### src/hw/rtl/tsag_pkg.sv
// Package with shared constants and types for the transpose source address generator.
package tsag_pkg;

  localparam int MAX_RANK_DEF    = 8;
  localparam int EXTENT_BITS_DEF = 8;
  localparam int INDEX_BITS_DEF  = 32;

  localparam int DEST_W    = 32;
  localparam int SRC_W     = 32;
  localparam int RANK_W    = 4;
  localparam int EXTENTS_W = 64;
  localparam int ORDER_W   = 24;
  localparam int AXIS_W    = 3;
  localparam int CFG_IDX_W = 2;
  localparam int CFG_DAT_W = 64;
  localparam int DIGITS    = 4;

  localparam logic [CFG_IDX_W-1:0] CFG_RANK    = 2'd0;
  localparam logic [CFG_IDX_W-1:0] CFG_EXTENTS = 2'd1;
  localparam logic [CFG_IDX_W-1:0] CFG_ORDER   = 2'd2;

  typedef struct packed {
    logic valid;
    logic in_range;
    logic bad;
  } tsag_ctl_t;

  typedef struct packed {
    logic busy;
    logic bad;
  } tsag_status_t;

endpackage

### src/hw/rtl/tsag_div_cell.sv
// Cell that performs STEPS restoring division steps by one axis extent.
module tsag_div_cell import tsag_pkg::*; #(
  parameter int EXTENT_BITS = EXTENT_BITS_DEF,
  parameter int INDEX_BITS  = INDEX_BITS_DEF,
  parameter int STEPS       = DIGITS
) (
  input  logic                   clk,
  input  logic                   rst_n,
  input  logic                   en,
  input  logic [EXTENT_BITS-1:0] divisor,
  input  tsag_ctl_t              ctl_i,
  input  logic [EXTENT_BITS-1:0] rem_i,
  input  logic [INDEX_BITS-1:0]  num_i,
  input  logic [INDEX_BITS-1:0]  src_i,
  output tsag_ctl_t              ctl_o,
  output logic [EXTENT_BITS-1:0] rem_o,
  output logic [INDEX_BITS-1:0]  num_o,
  output logic [INDEX_BITS-1:0]  src_o
);

  tsag_ctl_t              ctl_r;
  logic [EXTENT_BITS-1:0] rem_r, rem_nxt;
  logic [INDEX_BITS-1:0]  num_r, num_nxt, src_r;
  logic [EXTENT_BITS:0]   rem_x;

  always_comb begin
    rem_nxt = rem_i;
    num_nxt = num_i;
    rem_x   = '0;
    for (int j = 0; j < STEPS; j++) begin
      rem_x   = {rem_nxt, num_nxt[INDEX_BITS-1]};
      num_nxt = {num_nxt[INDEX_BITS-2:0], 1'b0};
      if (rem_x >= {1'b0, divisor}) begin
        rem_x      = rem_x - {1'b0, divisor};
        num_nxt[0] = 1'b1;
      end
      rem_nxt = rem_x[EXTENT_BITS-1:0];
    end
  end

  always_ff @(posedge clk) begin
    if (!rst_n) begin
      ctl_r <= '0;
    end else if (en) begin
      ctl_r <= ctl_i;
    end
  end

  always_ff @(posedge clk) begin
    if (en) begin
      rem_r <= rem_nxt;
      num_r <= num_nxt;
      src_r <= src_i;
    end
  end

  assign ctl_o = ctl_r;
  assign rem_o = rem_r;
  assign num_o = num_r;
  assign src_o = src_r;

endmodule

### config.mk
export PLATFORM = sky130hd
export DESIGN_NAME = tsag_div_cell
export DESIGN_NICKNAME = d
export VERILOG_FILES = /design/src/hw/rtl/tsag_pkg.sv /design/src/hw/rtl/tsag_div_cell.sv
export SDC_FILE = /design/constraint.sdc
export NUM_CORES = 1
export LEC_CHECK = 0
export ABC_AREA = 0
export BUFFER_PORTS_ARGS = -buffer_cell sky130_fd_sc_hd__buf_4
export CAP_MARGIN = 20
export CORE_ASPECT_RATIO = 1.1
export CORE_UTILIZATION = 54
export CTS_BUF_LIST = sky130_fd_sc_hd__clkbuf_2
export DETAILED_ROUTE_END_ITERATION = 7
export GPL_ROUTABILITY_DRIVEN = 0
export PLACE_DENSITY = 0.88
export SLEW_MARGIN = 25
export SYNTH_ARGS = -nofsm -noshare
export SYNTH_HDL_FRONTEND = slang
export SYNTH_SLANG_ARGS = --single-unit
### constraint.sdc
create_clock -name clk -period 14.95 [get_ports clk]
set_clock_uncertainty 0.15 [all_clocks]
set_input_delay 2.2425 -clock clk [delete_from_list [all_inputs] [get_ports clk]]
set_output_delay 2.2425 -clock clk [all_outputs]
set_load 0.05 [all_outputs]
Word-level counts from Yosys, hierarchy flattened
Cells that the tools add are included.
Widths: inputs -> output; s select.
- word-level logic and storage cells: 22
- input bits: 86
- output and inout bits: 75
- flip-flop bits (word level): 75
- magnitude comparators: 4
- add/sub/neg operators: 4
- mux-type cells: 8
- operators by type and width (cell ; count):
    $ge 9x8->1 ; 4
    $mux 8 ; 4
    $sub 8x8->8 ; 4
    $mux 1 ; 4

Longest topological paths before layout
- depth in word-level cells: 8
- gate-level depth with buffers: 37
- mapped depth without buffers: 36

Least setup slack after synthesis
No wires, ideal clock.
- path kind: in2reg
- start: input divisor[4]
- end: register rem_r[1] (netlist: rem_o[1]), data pin
- stages: 34
- arrival: 9.416 ns
- library setup time: 0.260 ns
- path slack: 5.125 ns
- required time: 14.540 ns
- buffers on the path: 2
- cell sequence: inv_1 ha_1 a21o_1 a221oi_1 a21boi_1 clkbuf_1 mux2_2 ha_1 a21oi_1 a21oi_1 o31a_1 a211o_1 buf_2 o21ai_0 inv_1 ha_1 nor2b_1 o21ai_0 a21boi_0 o21ai_0 a21oi_1 nand2_1 nand3_1 mux2i_1 ha_1 nor2b_1 o21ai_0 a21oi_1 o21ai_0 nand2b_1 a211oi_1 o21ai_0 a31oi_4 mux2_2
- longest elaborated chain between the ends: 8
- elaborated cells between the ends (all ways): 12
- classes of those cells: add/sub: 4; order compare: 4; mux: 4
- ends and longest elaborated chain (item ; RTL line ; source):
    start, declared ; tsag_div_cell.sv:10 ; input logic [EXTENT_BITS-1:0] divisor,
    $sub 8x8->8 or $ge 9x8->1 (tied branches) ; tsag_div_cell.sv:34, tsag_div_cell.sv:33 ;
    $mux 8 ; tsag_div_cell.sv:33 ; if (rem_x >= {1'b0, divisor}) begin
    $sub 8x8->8 or $ge 9x8->1 (tied branches) ; tsag_div_cell.sv:34, tsag_div_cell.sv:33 ;
    $mux 8 ; tsag_div_cell.sv:33 ;
    $ge 9x8->1 or $sub 8x8->8 (tied branches) ; tsag_div_cell.sv:33, tsag_div_cell.sv:34 ;
    $mux 8 ; tsag_div_cell.sv:33 ;
    $sub 8x8->8 or $ge 9x8->1 (tied branches) ; tsag_div_cell.sv:34, tsag_div_cell.sv:33 ;
    $mux 8 (*) ; tsag_div_cell.sv:33 ;
    named net rem_x[1] ; tsag_div_cell.sv:24 ; logic [EXTENT_BITS:0] rem_x;
    end signal, assigned ; tsag_div_cell.sv:51 ; rem_r <= rem_nxt;
    end, declared ; tsag_div_cell.sv:22 ; logic [EXTENT_BITS-1:0] rem_r, rem_nxt;
The timed path passes the listed nets; every way through them passes the cells marked *.
A chain may end at the register's enable or synchronous reset.

Worst setup path in the final report
Ends and elaborated chain as after synthesis.

==> impl_table.tex <==
\begin{tabular}{lr}
\hline
Metric & Value \\
\hline
\multicolumn{2}{l}{\textbf{Outcome}} \\
Result of the run & completed \\
\multicolumn{2}{l}{\textbf{STA}} \\
Minimum clock period & 10.71 ns \\
Max frequency & about 0.093 GHz \\
Final clock period utilization by the worst path & 0.717 \\
RSZ-0062 raised after global routing & no \\
Number of setup violations in the final report & 0 \\
WHS & 0.403 ns \\
Setup TNS after final layout & 0 ns \\
Max-slew violation count & 0 \\
Worst slew pin tran & 0.921 ns \\
Max-slew headroom & 0.386 \\
Final hold violation count & 0 \\
\multicolumn{2}{l}{\textbf{Global route}} \\
Total Routing Usage GR & 0.273 \\
Largest net degree at the start of global routing & 76 \\
Vias in the first global route & 3043 \\
GRT Residual Overflow & 0 \\
Antenna violations before repair & 0 \\
Global-route wire length before repair & 15800 um \\
\multicolumn{2}{l}{\textbf{Drt}} \\
Routed via count & 3122 \\
Final ANT Viol Nets & 0 \\
Detail-routed via count per cell & 5.53 \\
Routed WL per cell & 18.8 um \\
Iteration-0 DRC count of the detailed router & 251 \\
Remaining DRCs & 0 \\
Number of detailed-route iterations in the first pass & 4 \\
Final Routed Wirelength & 10600 um \\
\multicolumn{2}{l}{\textbf{Synthesis}} \\
Synth async-reset ratio & 0 \\
Synth Cell Area & around 4000 um\^{}2 \\
Synth Area per Inst & 12.9 um\^{}2 \\
Biggest area consumer among synthesized cells & sky130\_fd\_sc\_hd\_\_edfxtp\_1 \\
Total number of yosys warnings & 0 \\
Leading cell types by total area after synthesis & sky130\_fd\_sc\_hd\_\_edfxtp\_1 (55\%), sky130\_fd\_sc\_hd\_\_ha\_1 (10\%), sky130\_fd\_sc\_hd\_\_mux2\_2 (4.3\%), sky130\_fd\_sc\_hd\_\_xnor2\_1 (2.7\%), sky130\_fd\_sc\_hd\_\_o21ai\_0 (2.5\%) \\
Number of standard cells after synthesis & 307 \\
Area fraction of the dominant cell type after synthesis & 0.547 \\
Cell variety after synth & about 40 \\
Count of flip-flops with a built-in enable after synthesis & 72 \\
Sequential element share of the synthesized area & 0.562 \\
Most common flop cell mapped by yosys & sky130\_fd\_sc\_hd\_\_edfxtp\_1 \\
Syn nets & 429 \\
Post-synthesis register bit count & 75 \\
\multicolumn{2}{l}{\textbf{Die}} \\
Die H & 91.8 um \\
Starting density of the core & 0.561 \\
Total die area & 7670 um\^{}2 \\
Core area & 7050 um\^{}2 \\
Core Rows & 32 \\
Number of top-level pins & 161 \\
Die extent in x & 83.6 um \\
\multicolumn{2}{l}{\textbf{Clocking}} \\
Number of buffers between clock root and the deepest sink & 2 \\
Number of post-CTS setup repair buffers & 0 \\
Clock tree from TritonCTS & done \\
H-Tree Level Count & 3 \\
Clk Tree Root Cell & sky130\_fd\_sc\_hd\_\_clkbuf\_2 \\
Num CTS Buffers & 9 \\
Cts hold-fix bufs & 0 \\
Number of clock sinks & 75 \\
Post-cts resize count & 0 \\
Worst-skew pair later-pin latency & a little over 0.5 ns \\
Clock-pin slew of the registers on the worst-case setup and hold paths & between 0.2 and 0.25 ns \\
\multicolumn{2}{l}{\textbf{Worst setup path}} \\
Max stage delay on crit path & 0.72 ns \\
Cell repeated most along the worst path & sky130\_fd\_sc\_hd\_\_o21ai\_0 \\
Internal reg-to-reg setup slack & around 14 ns \\
Reg-to-reg critical path startpoint & ctl\_o[0]\$\_SDFFE\_PN0P\_ \\
Worst EP required & 15.10 ns \\
Start-to-end type of the worst setup path & primary input to flop \\
Maximum net fanout on the critical path & 14 \\
Crit. Startpoint & divisor[4] \\
Capture point of the critical path & rem\_o[1]\$\_DFFE\_PP\_ \\
Data arrival, critical path & $\sim$11 ns \\
Library cell contributing the largest single delay on the critical path & sky130\_fd\_sc\_hd\_\_a21boi\_1 \\
Number of cells on the worst reg-to-reg path & 2 \\
Destination of the worst register-to-register timing path & ctl\_o[0]\$\_SDFFE\_PN0P\_ \\
Sort of element at the end of the critical path & flop \\
CP startpoint kind & primary input \\
\multicolumn{2}{l}{\textbf{Cells and area}} \\
Nets@finish & 597 \\
Fraction of layout cells with a size suffix above 1 & 0.408 \\
Syn-to-layout area delta & 36.5\% \\
Utilization of the core after routing & 0.766 \\
Post-route standard cell area excluding fillers & 5400 um\^{}2 \\
Antenna cell count & 0 \\
\multicolumn{2}{l}{\textbf{Place}} \\
Number of port buffers & 160 \\
Post-place instance area & $\sim$5200 um\^{}2 \\
DP Wirelength & between 8000 and 9000 um \\
\multicolumn{2}{l}{\textbf{Flow run}} \\
Number of maximum-capacitance constraint violations & 0 \\
\multicolumn{2}{l}{\textbf{Pwr}} \\
Static leakage power & 0.00243 uW \\
Largest voltage drop on the vdd net & roughly 130 uV \\
Cell Pwr Density & 175 nW/um\^{}2 \\
\multicolumn{2}{l}{\textbf{Hold path}} \\
Worst hold-check path type & flop to flop \\
\hline
\end{tabular}
-- stage by stage --
step                      setup slack (ns)  std cells  total power [uW]
after floorplan                       5.12        307               665
after global placement                4.33        549               776
after detailed placement              3.89        549               798
after CTS                             4.39        565               939
after global routing                  3.65        565               989
final                                 4.24        565               945
-- flip-flops by register name, summed over array words and instances, names as in the netlist --
register and flops:
num_o 32, src_o 32, rem_o 8, ctl_o 3
-- cell usage in the layout, fill, tap and decap left out, types with 9 or more instances in the layout --
master | Yosys | final
sky130_fd_sc_hd__buf_4 | 0 | 160
sky130_fd_sc_hd__edfxtp_1 | 72 | 72
sky130_fd_sc_hd__ha_1 | 32 | 32
sky130_fd_sc_hd__inv_1 | 26 | 26
sky130_fd_sc_hd__o21ai_0 | 20 | 20
sky130_fd_sc_hd__a21oi_1 | 16 | 16
sky130_fd_sc_hd__nor2_1 | 16 | 16
sky130_fd_sc_hd__mux2_2 | 15 | 15
sky130_fd_sc_hd__nand2_1 | 13 | 13
sky130_fd_sc_hd__xnor2_1 | 12 | 12
sky130_fd_sc_hd__nor2b_1 | 9 | 9
sky130_fd_sc_hd__clkbuf_2 | 0 | 9
-- worst min path at each step --
stage / slack (ns) / startpoint / endpoint / depth (start not counted)
after global placement: 0.35 / ctl_o[2]$_SDFFE_PN0P_ / ctl_o[2]$_SDFFE_PN0P_ / 2
final: 0.40 / ctl_o[2]$_SDFFE_PN0P_ / ctl_o[2]$_SDFFE_PN0P_ / 2
after CTS: 0.40 / ctl_o[2]$_SDFFE_PN0P_ / ctl_o[2]$_SDFFE_PN0P_ / 2
after detailed placement: 0.37 / ctl_o[2]$_SDFFE_PN0P_ / ctl_o[2]$_SDFFE_PN0P_ / 2
after floorplan: 0.59 / ctl_o[0]$_SDFFE_PN0P_ / ctl_o[0]$_SDFFE_PN0P_ / 2
after global routing: 0.46 / ctl_o[1]$_SDFFE_PN0P_ / ctl_o[1]$_SDFFE_PN0P_ / 2
-- synthesized netlist by cell type (all sizes together) (2+ instances only) --
cell	count
edfxtp	72
ha	32
inv	26
o21ai	20
a21oi	16
nor2	16
mux2	15
nand2	13
xnor2	12
nor2b	9
mux2i	8
a211oi	6
a21o	6
nand4	5
and3	4
fa	4
xor2	4
a211o	3
a21boi	3
a31oi	3
dfxtp	3
nand2b	3
o21bai	3
or2	3
buf	2
nand3b	2
o2111ai	2
-- final cells by class --
cell class,count,area (um^2)
clock buffers,9,45.0
clock inverters,7,106
fillers,452,1650
inverters,26,97.6
multi-input cells,203,1620
flip-flops and latches,75,2220
well taps,85,106
repair buffers,160,1200
-- power by group --
group          switching, uW  internal [uW]
sequential              9.21            277
clock                   79.1           58.5
combinational            309            213
total                    397            548
-- per-layer routing --
layer | GRT usage | wire (um)
met5 | 0 | 0
met3 | 0.0675 | 792
met4 | 0.0946 | 197
met1 | 0.299 | 3930
met2 | 0.511 | 5690
-- cells by family (layout without fill, tap and decap cells) --
family / count (synthesis) / count (layout) / synth area share
AO/OA/AOI/OAI: 67 / 67 / 0.110
XOR/XNOR: 16 / 16 / 0.0354
adder cells (fa/ha/maj): 36 / 36 / 0.121
buffers and inverters: 29 / 202 / 0.0282
flip-flops: 75 / 75 / 0.562
multiplexers: 23 / 23 / 0.0630
AND/OR/NAND/NOR: 61 / 61 / 0.0804
-- critical path, delay by kind of cell --
family	cells	cell delay [ns]
compound gates	18	4.86
fa+ha+maj	4	1.28
mux	3	1.28
simple gates	5	0.86
buf+inv	3	0.35
(Power assumes the default switching activity.)
