File: src/hw/rtl/tsag_pkg.sv
// Package with shared constants and types for the transpose source address generator.
package tsag_pkg;

  localparam int MAX_RANK_DEF    = 8;
  localparam int EXTENT_BITS_DEF = 8;
  localparam int INDEX_BITS_DEF  = 32;

  localparam int DEST_W    = 32;
  localparam int SRC_W     = 32;
  localparam int RANK_W    = 4;
  localparam int EXTENTS_W = 64;
  localparam int ORDER_W   = 24;
  localparam int AXIS_W    = 3;
  localparam int CFG_IDX_W = 2;
  localparam int CFG_DAT_W = 64;
  localparam int DIGITS    = 4;

  localparam logic [CFG_IDX_W-1:0] CFG_RANK    = 2'd0;
  localparam logic [CFG_IDX_W-1:0] CFG_EXTENTS = 2'd1;
  localparam logic [CFG_IDX_W-1:0] CFG_ORDER   = 2'd2;

  typedef struct packed {
    logic valid;
    logic in_range;
    logic bad;
  } tsag_ctl_t;

  typedef struct packed {
    logic busy;
    logic bad;
  } tsag_status_t;

endpackage

File: src/hw/rtl/tsag_mac_cell.sv
// Cell that adds one coordinate times its source stride to the running source index.
module tsag_mac_cell import tsag_pkg::*; #(
  parameter int EXTENT_BITS = EXTENT_BITS_DEF,
  parameter int INDEX_BITS  = INDEX_BITS_DEF
) (
  input  logic                   clk,
  input  logic                   rst_n,
  input  logic                   en,
  input  logic [INDEX_BITS-1:0]  stride,
  input  tsag_ctl_t              ctl_i,
  input  logic [EXTENT_BITS-1:0] rem_i,
  input  logic [INDEX_BITS-1:0]  num_i,
  input  logic [INDEX_BITS-1:0]  src_i,
  output tsag_ctl_t              ctl_o,
  output logic [EXTENT_BITS-1:0] rem_o,
  output logic [INDEX_BITS-1:0]  num_o,
  output logic [INDEX_BITS-1:0]  src_o
);

  tsag_ctl_t             ctl_r;
  logic [INDEX_BITS-1:0] num_r, src_r, src_nxt;

  assign src_nxt = src_i + INDEX_BITS'(stride * INDEX_BITS'(rem_i));

  always_ff @(posedge clk) begin
    if (!rst_n) begin
      ctl_r <= '0;
    end else if (en) begin
      ctl_r <= ctl_i;
    end
  end

  always_ff @(posedge clk) begin
    if (en) begin
      num_r <= num_i;
      src_r <= src_nxt;
    end
  end

  assign ctl_o = ctl_r;
  assign rem_o = '0;
  assign num_o = num_r;
  assign src_o = src_r;

endmodule
File: config.mk
export PLATFORM = sky130hd
export DESIGN_NAME = tsag_mac_cell
export DESIGN_NICKNAME = d
export VERILOG_FILES = /design/src/hw/rtl/tsag_pkg.sv /design/src/hw/rtl/tsag_mac_cell.sv
export SDC_FILE = /design/constraint.sdc
export NUM_CORES = 1
export LEC_CHECK = 0
export BUFFER_PORTS_ARGS = -buffer_cell sky130_fd_sc_hd__buf_4
export CAP_MARGIN = 0
export CORE_MARGIN = 4
export CORE_UTILIZATION = 52
export DETAILED_ROUTE_END_ITERATION = 8
export GPL_TIMING_DRIVEN = 0
export PLACE_DENSITY = 0.79
export SYNTH_ARGS = -nofsm -noshare
export SYNTH_HDL_FRONTEND = slang
export SYNTH_SLANG_ARGS = --single-unit
File: constraint.sdc
create_clock -name clk -period 4.6 [get_ports clk]
set_input_delay 0.23 -clock clk [delete_from_list [all_inputs] [get_ports clk]]
set_output_delay 0.23 -clock clk [all_outputs]
set_load 0.02 [all_outputs]
======== Yosys cells after proc, flatten, opt, wreduce, memory -nomap -nowiden ========
Index checks and enable logic that the tools add are counted.
storage, ports and cells
  bits in registers ....................... 67
  bits of input ports ..................... 110
  output and inout port bits .............. 75
  word-level logic and storage cells ...... 7
cells by class
  add/subtract/negate cells ............... 1
  $mul .................................... 1
operators with widths
  operator                                       count
  32-bit adder                                   1
  32-bit by 8-bit multiplier with 32-bit output  1

======== Depth between registers and ports, before layout ========
Gate-level depths: netlist of the first run.
  depth in word-level cells ............... 2
  mapped depth ............................ 20
  depth with buffers taken out ............ 19

======== Worst setup path after synthesis of the first run ========
OpenSTA, ideal clock, no wires.
  kind .................................... input to register
  start ................................... in rem_i[2]
  end ..................................... reg src_r[30], in the netlist src_o[30] (data pin)
  library setup time ...................... 0.258 ns
  arrival ................................. 4.678 ns
  required time ........................... 4.342 ns
  slack ................................... -0.336 ns
  stages .................................. 19
  path buffers ............................ 2
  path through ............................ clkbuf_1 -> clkbuf_1 -> nand2_1 -> fa_1 -> fa_1 -> inv_1 -> fa_1 -> inv_1 -> fa_1 -> inv_1 -> ha_1 -> a21oi_1 -> o211ai_1 -> a211o_1 -> a2111o_1 -> nand2_1 -> o2111ai_1 -> a21oi_1 -> xnor2_1
between the ends
  cells in the longest elaborated chain, start to end .. 2
RTL lines
  element                                        line                 RTL
  from (decl)                                    tsag_mac_cell.sv:11  input logic [EXTENT_BITS-1:0] rem_i,
  32-bit by 8-bit multiplier with 32-bit output  tsag_mac_cell.sv:23  assign src_nxt = src_i + INDEX_BITS'(stride * INDEX_BITS'(rem_i));
  32-bit adder                                   tsag_mac_cell.sv:23
  via src_nxt[30]                                tsag_mac_cell.sv:21  logic [INDEX_BITS-1:0] num_r, src_r, src_nxt;
  to (signal assigned)                           tsag_mac_cell.sv:36  src_r <= src_nxt;
  to (decl)                                      tsag_mac_cell.sv:21
The timed path passes the listed nets, and every way through them passes these cells.
A chain may end at the register's enable or synchronous reset.

======== Final worst setup path of the first run ========
  start ................................... in rem_i[2]
  end ..................................... reg src_r[20], in the netlist src_o[20] (data pin)
The elaborated chain is that of the path after synthesis.

==> flow_metrics.py, run 1 <==
metrics = {
    "status": {
        "status": "finished with violations",
        "violations": "negative setup slack",
    },
    "placed_design": {
        "dp_hpwl_um": 17900,
        "dpl_cell_area_um2": 11400,
        "place_inst": 1385,
        "gp_congestion": 0.887,
        "io_buffer_count": 176,
    },
    "critical_path": {
        "path_max_fanout": 6,
        "critical_path.slowest_cell": "fa_2",
        "startpoint": "rem_i[2]",
        "r2r_end": "ctl_o[1]",
        "cpPeakStageDelay_ns": 0.55,
        "crit_chain": "buf_8 -> clkbuf_16 -> clkbuf_16 -> and2_1 -> fa_2 -> fa_2 -> fa_1 -> inv_1 -> fa_1 -> inv_1 -> ha_4 -> and4_4 -> and3_4 -> a211o_4 -> buf_6 -> buf_12 -> a21oi_4 -> o21ai_2 -> a31o_2 -> a21oi_2 -> xnor2_1",
        "arrival_ns": 4.75,
        "cp_top_family": "adder cells",
        "required_ns": 4.70,
        "cp-end-kind": "register",
        "r2r-start": "ctl_o[1]",
        "critical_path_class": "in2reg",
        "rrSetupSlack_ns": 3.99,
        "crit_path_start_kind": "primary input",
        "ff2ff_path_depth": 2,
        "path_buf_inv": 7,
    },
    "floorplanning": {
        "die_height_um": 144,
        "fp.dieArea_um2": 20800,
        "start_util": 0.533,
        "core.rowCount": 49,
        "ios": 185,
        "die_x_um": 144,
        "core_um2": 18100,
    },
    "sta": {
        "max_slew.worst_pin.slew_ns": 0.888,
        "hold_violations": 0,
        "period_share": 1.01,
        "slew_headroom": 0.408,
        "fin_ws_ns": -0.0508,
        "rsz0062_at_grt": "yes",
        "holdWs_ns": 0.0567,
        "finalSetupViolCount": 3,
        "fin_crit_ns": 4.65,
        "drv_slew": 0,
        "fmax_mhz": 215,
        "fin_skew_ns": 0,
    },
    "clocking": {
        "root_buffer": "clkbuf_16",
        "cts_tree": "done",
        "path_clk_slew_ns": 0.06,
        "clk_latency_ns": 0.35,
        "cts_buffers": 9,
        "htreeDepth": 3,
        "clock-sinks": 67,
        "ctsHoldBuffers": 0,
        "clock_tree.buffer_depth": 2,
    },
    "route": {
        "drt-vias-per-instance": 5.10,
        "ant_nets": 0,
        "wl_per_cell_um": 16.0,
        "routed_wirelength_um": 22700,
        "via_count": 7239,
        "drc": 0,
        "drt_iter0_markers": 432,
        "firstDrtPassIters": 5,
    },
    "synthesis": {
        "synth_edf_count": 64,
        "syn-instance-count": 973,
        "ys_async_sr_fraction": 0,
        "synth_xor_area_frac": 0.0354,
        "synth_cell_types": 45,
        "synth.top_cell.area_share": 0.386,
        "yosys.area_share.adder": 0.439,
        "avgSynthCellArea_um2": 9.91,
        "synthTopCellsByCount": "inv_1, fa_1, and2_1, nand2_1, edfxtp_1",
        "ys_warn_count": 0,
        "post-synth-top-count-cell": "inv_1",
        "synth_top_area_cell": "fa_1",
        "ys_seq_area_frac": 0.205,
        "synth.area.mux_share": 0.00311,
        "synth_top_family_by_area": "adder cells",
        "synth_compound_area_frac": 0.0446,
        "netlist_area_um2": 9650,
        "synth_area_leaders": "fa_1, edfxtp_1, inv_1",
        "synth_ff_type": "edfxtp_1",
        "synthSimpleGateAreaFrac": 0.157,
        "synth-seq-cells": 67,
    },
    "global_route": {
        "grtUsageTotal": 0.224,
        "grt_max_degree": 68,
        "antenna_found_initial": 0,
        "grt_pass1_vias": 7603,
        "overflow": 0,
        "grt_pass1_wl_um": 36700,
    },
    "layout": {
        "layout-drive-gt1-share": 0.259,
        "utilization": 0.680,
        "syn2layout_area_growth_pct": 27.5,
        "instances_no_fill": 1420,
        "n_antenna_cell": 0,
        "nets": 1523,
        "stdcell_area_um2": 12300,
    },
    "power": {
        "p_leak_nw": 6.08,
        "powerDensity_nw_per_um2": 667,
        "ir_drop_mv": 0.548,
    },
    "worst_hold_path": {
        "min_to": "num_o[17]",
        "hp-class": "in2reg",
        "min_path_cells": 1,
        "worstHoldStart": "num_i[17]",
    },
    "flow_run": {
        "max-cap-violations": 0,
    },
}
sequential cells by signal, indices dropped and copies added, names as in the netlist:
register  cells
ctl_o         3
num_o        32
src_o        32
layout make-up:
class / count / area [µm²]
multi-input combinational: 629 / 6960
fill: 1361 / 5780
sequential: 67 / 1980
timing repair buffer: 200 / 1550
inverter: 252 / 946
buffer: 27 / 307
tap: 229 / 287
clock buffer: 9 / 225
clock inverter: 7 / 53.8
worst max-delay path by stage:
stage,endpoint,slack (ns),cells after the start
final,src_o[20],-0.05,21
after global routing,src_o[20],-0.17,20
after global placement,src_o[31],-1.07,19
after floorplan,src_o[30],-0.11,19
after detailed placement,src_o[31],-1.16,19
after CTS,src_o[30],-0.20,20
what timing repair did:
action | 4_1_cts | 5_1_grt
endpoints found under the hold margin | 0 | 0
gates resized for setup | 56 | 84
setup buffers | 8 | 16
endpoints found under the setup margin | 16 | 16
pin swaps | 21 | 47
per-layer routing:
| metal | vias to the layer above | wire length [µm] | GRT usage |
|---|---|---|---|
| met4 | 0 | 360 | 0.0545 |
| met2 | 294 | 11200 | 0.380 |
| li1 | 3302 | - | - |
| met1 | 3611 | 9250 | 0.301 |
| met5 | - | 0 | 0 |
| met3 | 32 | 1840 | 0.0423 |
cells in the final DEF (no fill, tap or decap), drive strengths merged, types with 2 or more instances in the layout:
master,count
and3,6
mux2i,3
dfxtp,3
edfxtp,64
o21bai,3
o2111ai,2
nor3,5
o21ai,8
o21a,4
nand2,96
nor2b,6
xor2,7
fa,186
ha,41
a21oi,19
a221oi,2
inv,253
and4,2
xnor2,32
nor2,16
a31o,2
clkinv,4
and2,145
nand3,8
clkinvlp,2
a21boi,2
buf,219
a31oi,3
o211ai,3
a211oi,2
clkbuf,17
a21o,8
conb,8
kinds of logic (layout without fill, tap and decap cells):
| kind of cell | count (synthesis) | count (layout) |
|---|---|---|
| fa+ha+maj | 227 | 227 |
| xor+xnor | 39 | 39 |
| flops | 67 | 67 |
| simple gates | 288 | 288 |
| mux | 3 | 3 |
| other cells | 1 | 8 |
| compound gates | 64 | 64 |
| buf+inv | 284 | 495 |
metrics by stage:
stage	worst slack, ns	power [mW]	TNS [ns]
final	-0.0508	8.21	-0.0731
after global routing	-0.175	8.95	-0.710
after CTS	-0.204	7.62	-0.975
after detailed placement	-1.16	6.35	-12.21
after global placement	-1.07	6.23	-11.06
after floorplan	-0.111	5.13	-0.299
power by group:
group          leakage [nW]  switching [mW]  internal (mW)
clock                 0.130           0.302          0.368
combinational          5.29            3.35           3.05
sequential            0.651          0.0420           1.10
worst reg2reg max path, stage by stage, from the launching register on:
cell	delay (ns)
dfxtp_1	0.33
mux2i_1	0.07
nor2b_1	0.15
No activity file was read; power rests on OpenSTA's default activity.
==> inputs of run 2 (changes only) <==
--- a/config.mk
+++ b/config.mk
@@ -8,10 +8,10 @@
 export BUFFER_PORTS_ARGS = -buffer_cell sky130_fd_sc_hd__buf_4
 export CAP_MARGIN = 0
 export CORE_MARGIN = 4
-export CORE_UTILIZATION = 52
+export CORE_UTILIZATION = 46
 export DETAILED_ROUTE_END_ITERATION = 8
 export GPL_TIMING_DRIVEN = 0
-export PLACE_DENSITY = 0.79
+export PLACE_DENSITY = 0.71
 export SYNTH_ARGS = -nofsm -noshare
 export SYNTH_HDL_FRONTEND = slang
 export SYNTH_SLANG_ARGS = --single-unit
==> run 2 against run 1 <==
Against the previous run: the run now ends clean; critical path depth fell by 3; register-to-register slack barely moved; die area rose by 12%; clock-buffer cell count rose by 1; combinational power fell by 3%; routed wire length rose by 0.83%; critical endpoint is now src_o[26].
==> flow_metrics.py, run 2 (same netlist as run 1, synthesis figures left out) <==
metrics = {
    "floorplanning": {
        "fp.dieArea_um2": 23400,
        "core_um2": 20400,
        "die_height_um": 153,
        "ios": 185,
        "start_util": 0.472,
        "die_x_um": 153,
        "core.rowCount": 52,
    },
    "sta": {
        "fmax_mhz": 218,
        "hold_violations": 0,
        "slew_headroom": 0.408,
        "max_slew.worst_pin.slew_ns": 0.889,
        "fin_crit_ns": 4.58,
        "rsz0062_at_grt": "yes",
        "fin_skew_ns": 0,
        "period_share": 0.997,
        "finalSetupViolCount": 0,
        "drv_slew": 0,
    },
    "critical_path": {
        "cp-end-kind": "register",
        "r2r_end": "ctl_o[0]",
        "cpPeakStageDelay_ns": 0.54,
        "rrSetupSlack_ns": 4.00,
        "r2r-start": "ctl_o[0]",
        "critical_path.slowest_cell": "fa_2",
        "critical_path_class": "in2reg",
        "required_ns": 4.70,
        "crit_path_start_kind": "primary input",
        "arrival_ns": 4.68,
        "cp_top_family": "adder cells",
        "path_max_fanout": 5,
        "path_buf_inv": 5,
        "ff2ff_path_depth": 2,
        "crit_chain": "buf_8 -> clkbuf_16 -> clkbuf_16 -> and2_4 -> fa_2 -> fa_2 -> fa_1 -> inv_1 -> fa_1 -> inv_2 -> ha_4 -> and4_4 -> and3_4 -> a211o_4 -> a2111o_1 -> a31o_1 -> a21oi_2 -> xnor2_1",
    },
    "clocking": {
        "root_buffer": "clkbuf_16",
        "clock_tree.buffer_depth": 2,
        "path_clk_slew_ns": 0.06,
        "clk_latency_ns": 0.34,
        "cts_tree": "done",
        "clock-sinks": 67,
        "ctsHoldBuffers": 0,
        "htreeDepth": 3,
        "cts_buffers": 9,
    },
    "route": {
        "via_count": 7058,
        "drc": 0,
        "ant_nets": 0,
        "drt-vias-per-instance": 4.85,
        "firstDrtPassIters": 4,
        "wl_per_cell_um": 15.7,
        "drt_iter0_markers": 349,
        "routed_wirelength_um": 22900,
    },
    "layout": {
        "mostFrequentLayoutCells": "inv_1, buf_4, fa_1",
        "nets": 1517,
        "n_antenna_cell": 0,
        "layout-drive-gt1-share": 0.248,
        "syn2layout_area_growth_pct": 27.9,
        "layout_commonest_cell": "inv_1",
        "stdcell_area_um2": 12300,
    },
    "power": {
        "p_leak_nw": 6.07,
        "powerDensity_nw_per_um2": 653,
        "ir_drop_mv": 0.508,
        "power.total_mw": 8.05,
    },
    "worst_hold_path": {
        "min_to": "num_o[1]",
        "min_path_cells": 1,
        "hp-class": "in2reg",
        "worstHoldStart": "num_i[1]",
    },
    "placed_design": {
        "gp_congestion": 0.867,
        "dpl_cell_area_um2": 11400,
        "dp_hpwl_um": 18400,
        "io_buffer_count": 176,
    },
    "global_route": {
        "overflow": 0,
        "grt_pass1_wl_um": 37600,
        "antenna_found_initial": 0,
        "grt_pass1_vias": 7607,
        "grt_max_degree": 68,
        "grtUsageTotal": 0.200,
    },
    "flow_run": {
        "max-cap-violations": 0,
    },
    "status": {
        "status": "completed",
    },
}
-- run 2: power breakdown --
group | internal, mW | leakage (nW) | switching [mW]
clock network | 0.421 | 0.139 | 0.284
logic | 2.91 | 5.28 | 3.30
registers | 1.10 | 0.651 | 0.0399
-- run 2: per-stage QoR --
step	hold WS, ns	setup slack (ns)	setup TNS [ns]	util	instances
after detailed placement	0.409	-1.13	-12.26	0.559	1426
after global placement	0.408	-1.12	-11.71	0.559	1426
after floorplan	0.329	-0.111	-0.299	-	980
after global routing	0.0446	-0.0898	-0.323	0.604	1455
after CTS	0.0470	-0.0857	-0.203	0.591	1444
final	0.0573	0.0156	0	0.604	1455
-- run 2: worst max path at each step --
stage	from	to	slack, ns	cells after the start
floorplan	rem_i[3]	src_o[30]	-0.11	19
global placement	rem_i[7]	src_o[31]	-1.12	19
detailed placement	rem_i[4]	src_o[31]	-1.13	19
CTS	rem_i[2]	src_o[30]	-0.09	19
global route	rem_i[2]	src_o[26]	-0.09	18
finish	rem_i[2]	src_o[26]	0.02	18
-- run 2: final cells by class --
type                    count  area, µm²
multi-input cells         629       6940
inverters                 252        946
plain buffers              27        320
fillers                  1784       8090
clock inverters             6       67.6
flip-flops and latches     67       1980
well taps                 270        338
clock buffers              10        229
repair buffers            194       1520
-- run 2: what timing repair did --
action	in CTS	in global routing
cloned	1	2
resized for setup	71	50
pin swaps	22	36
setup buffers	6	9
setup endpoints to repair	15	10
-- run 2: per-layer routing --
layer	wire, µm	GRT usage
met1	9890	0.271
met2	11000	0.330
met3	1610	0.0447
met4	376	0.0509
met5	0	0
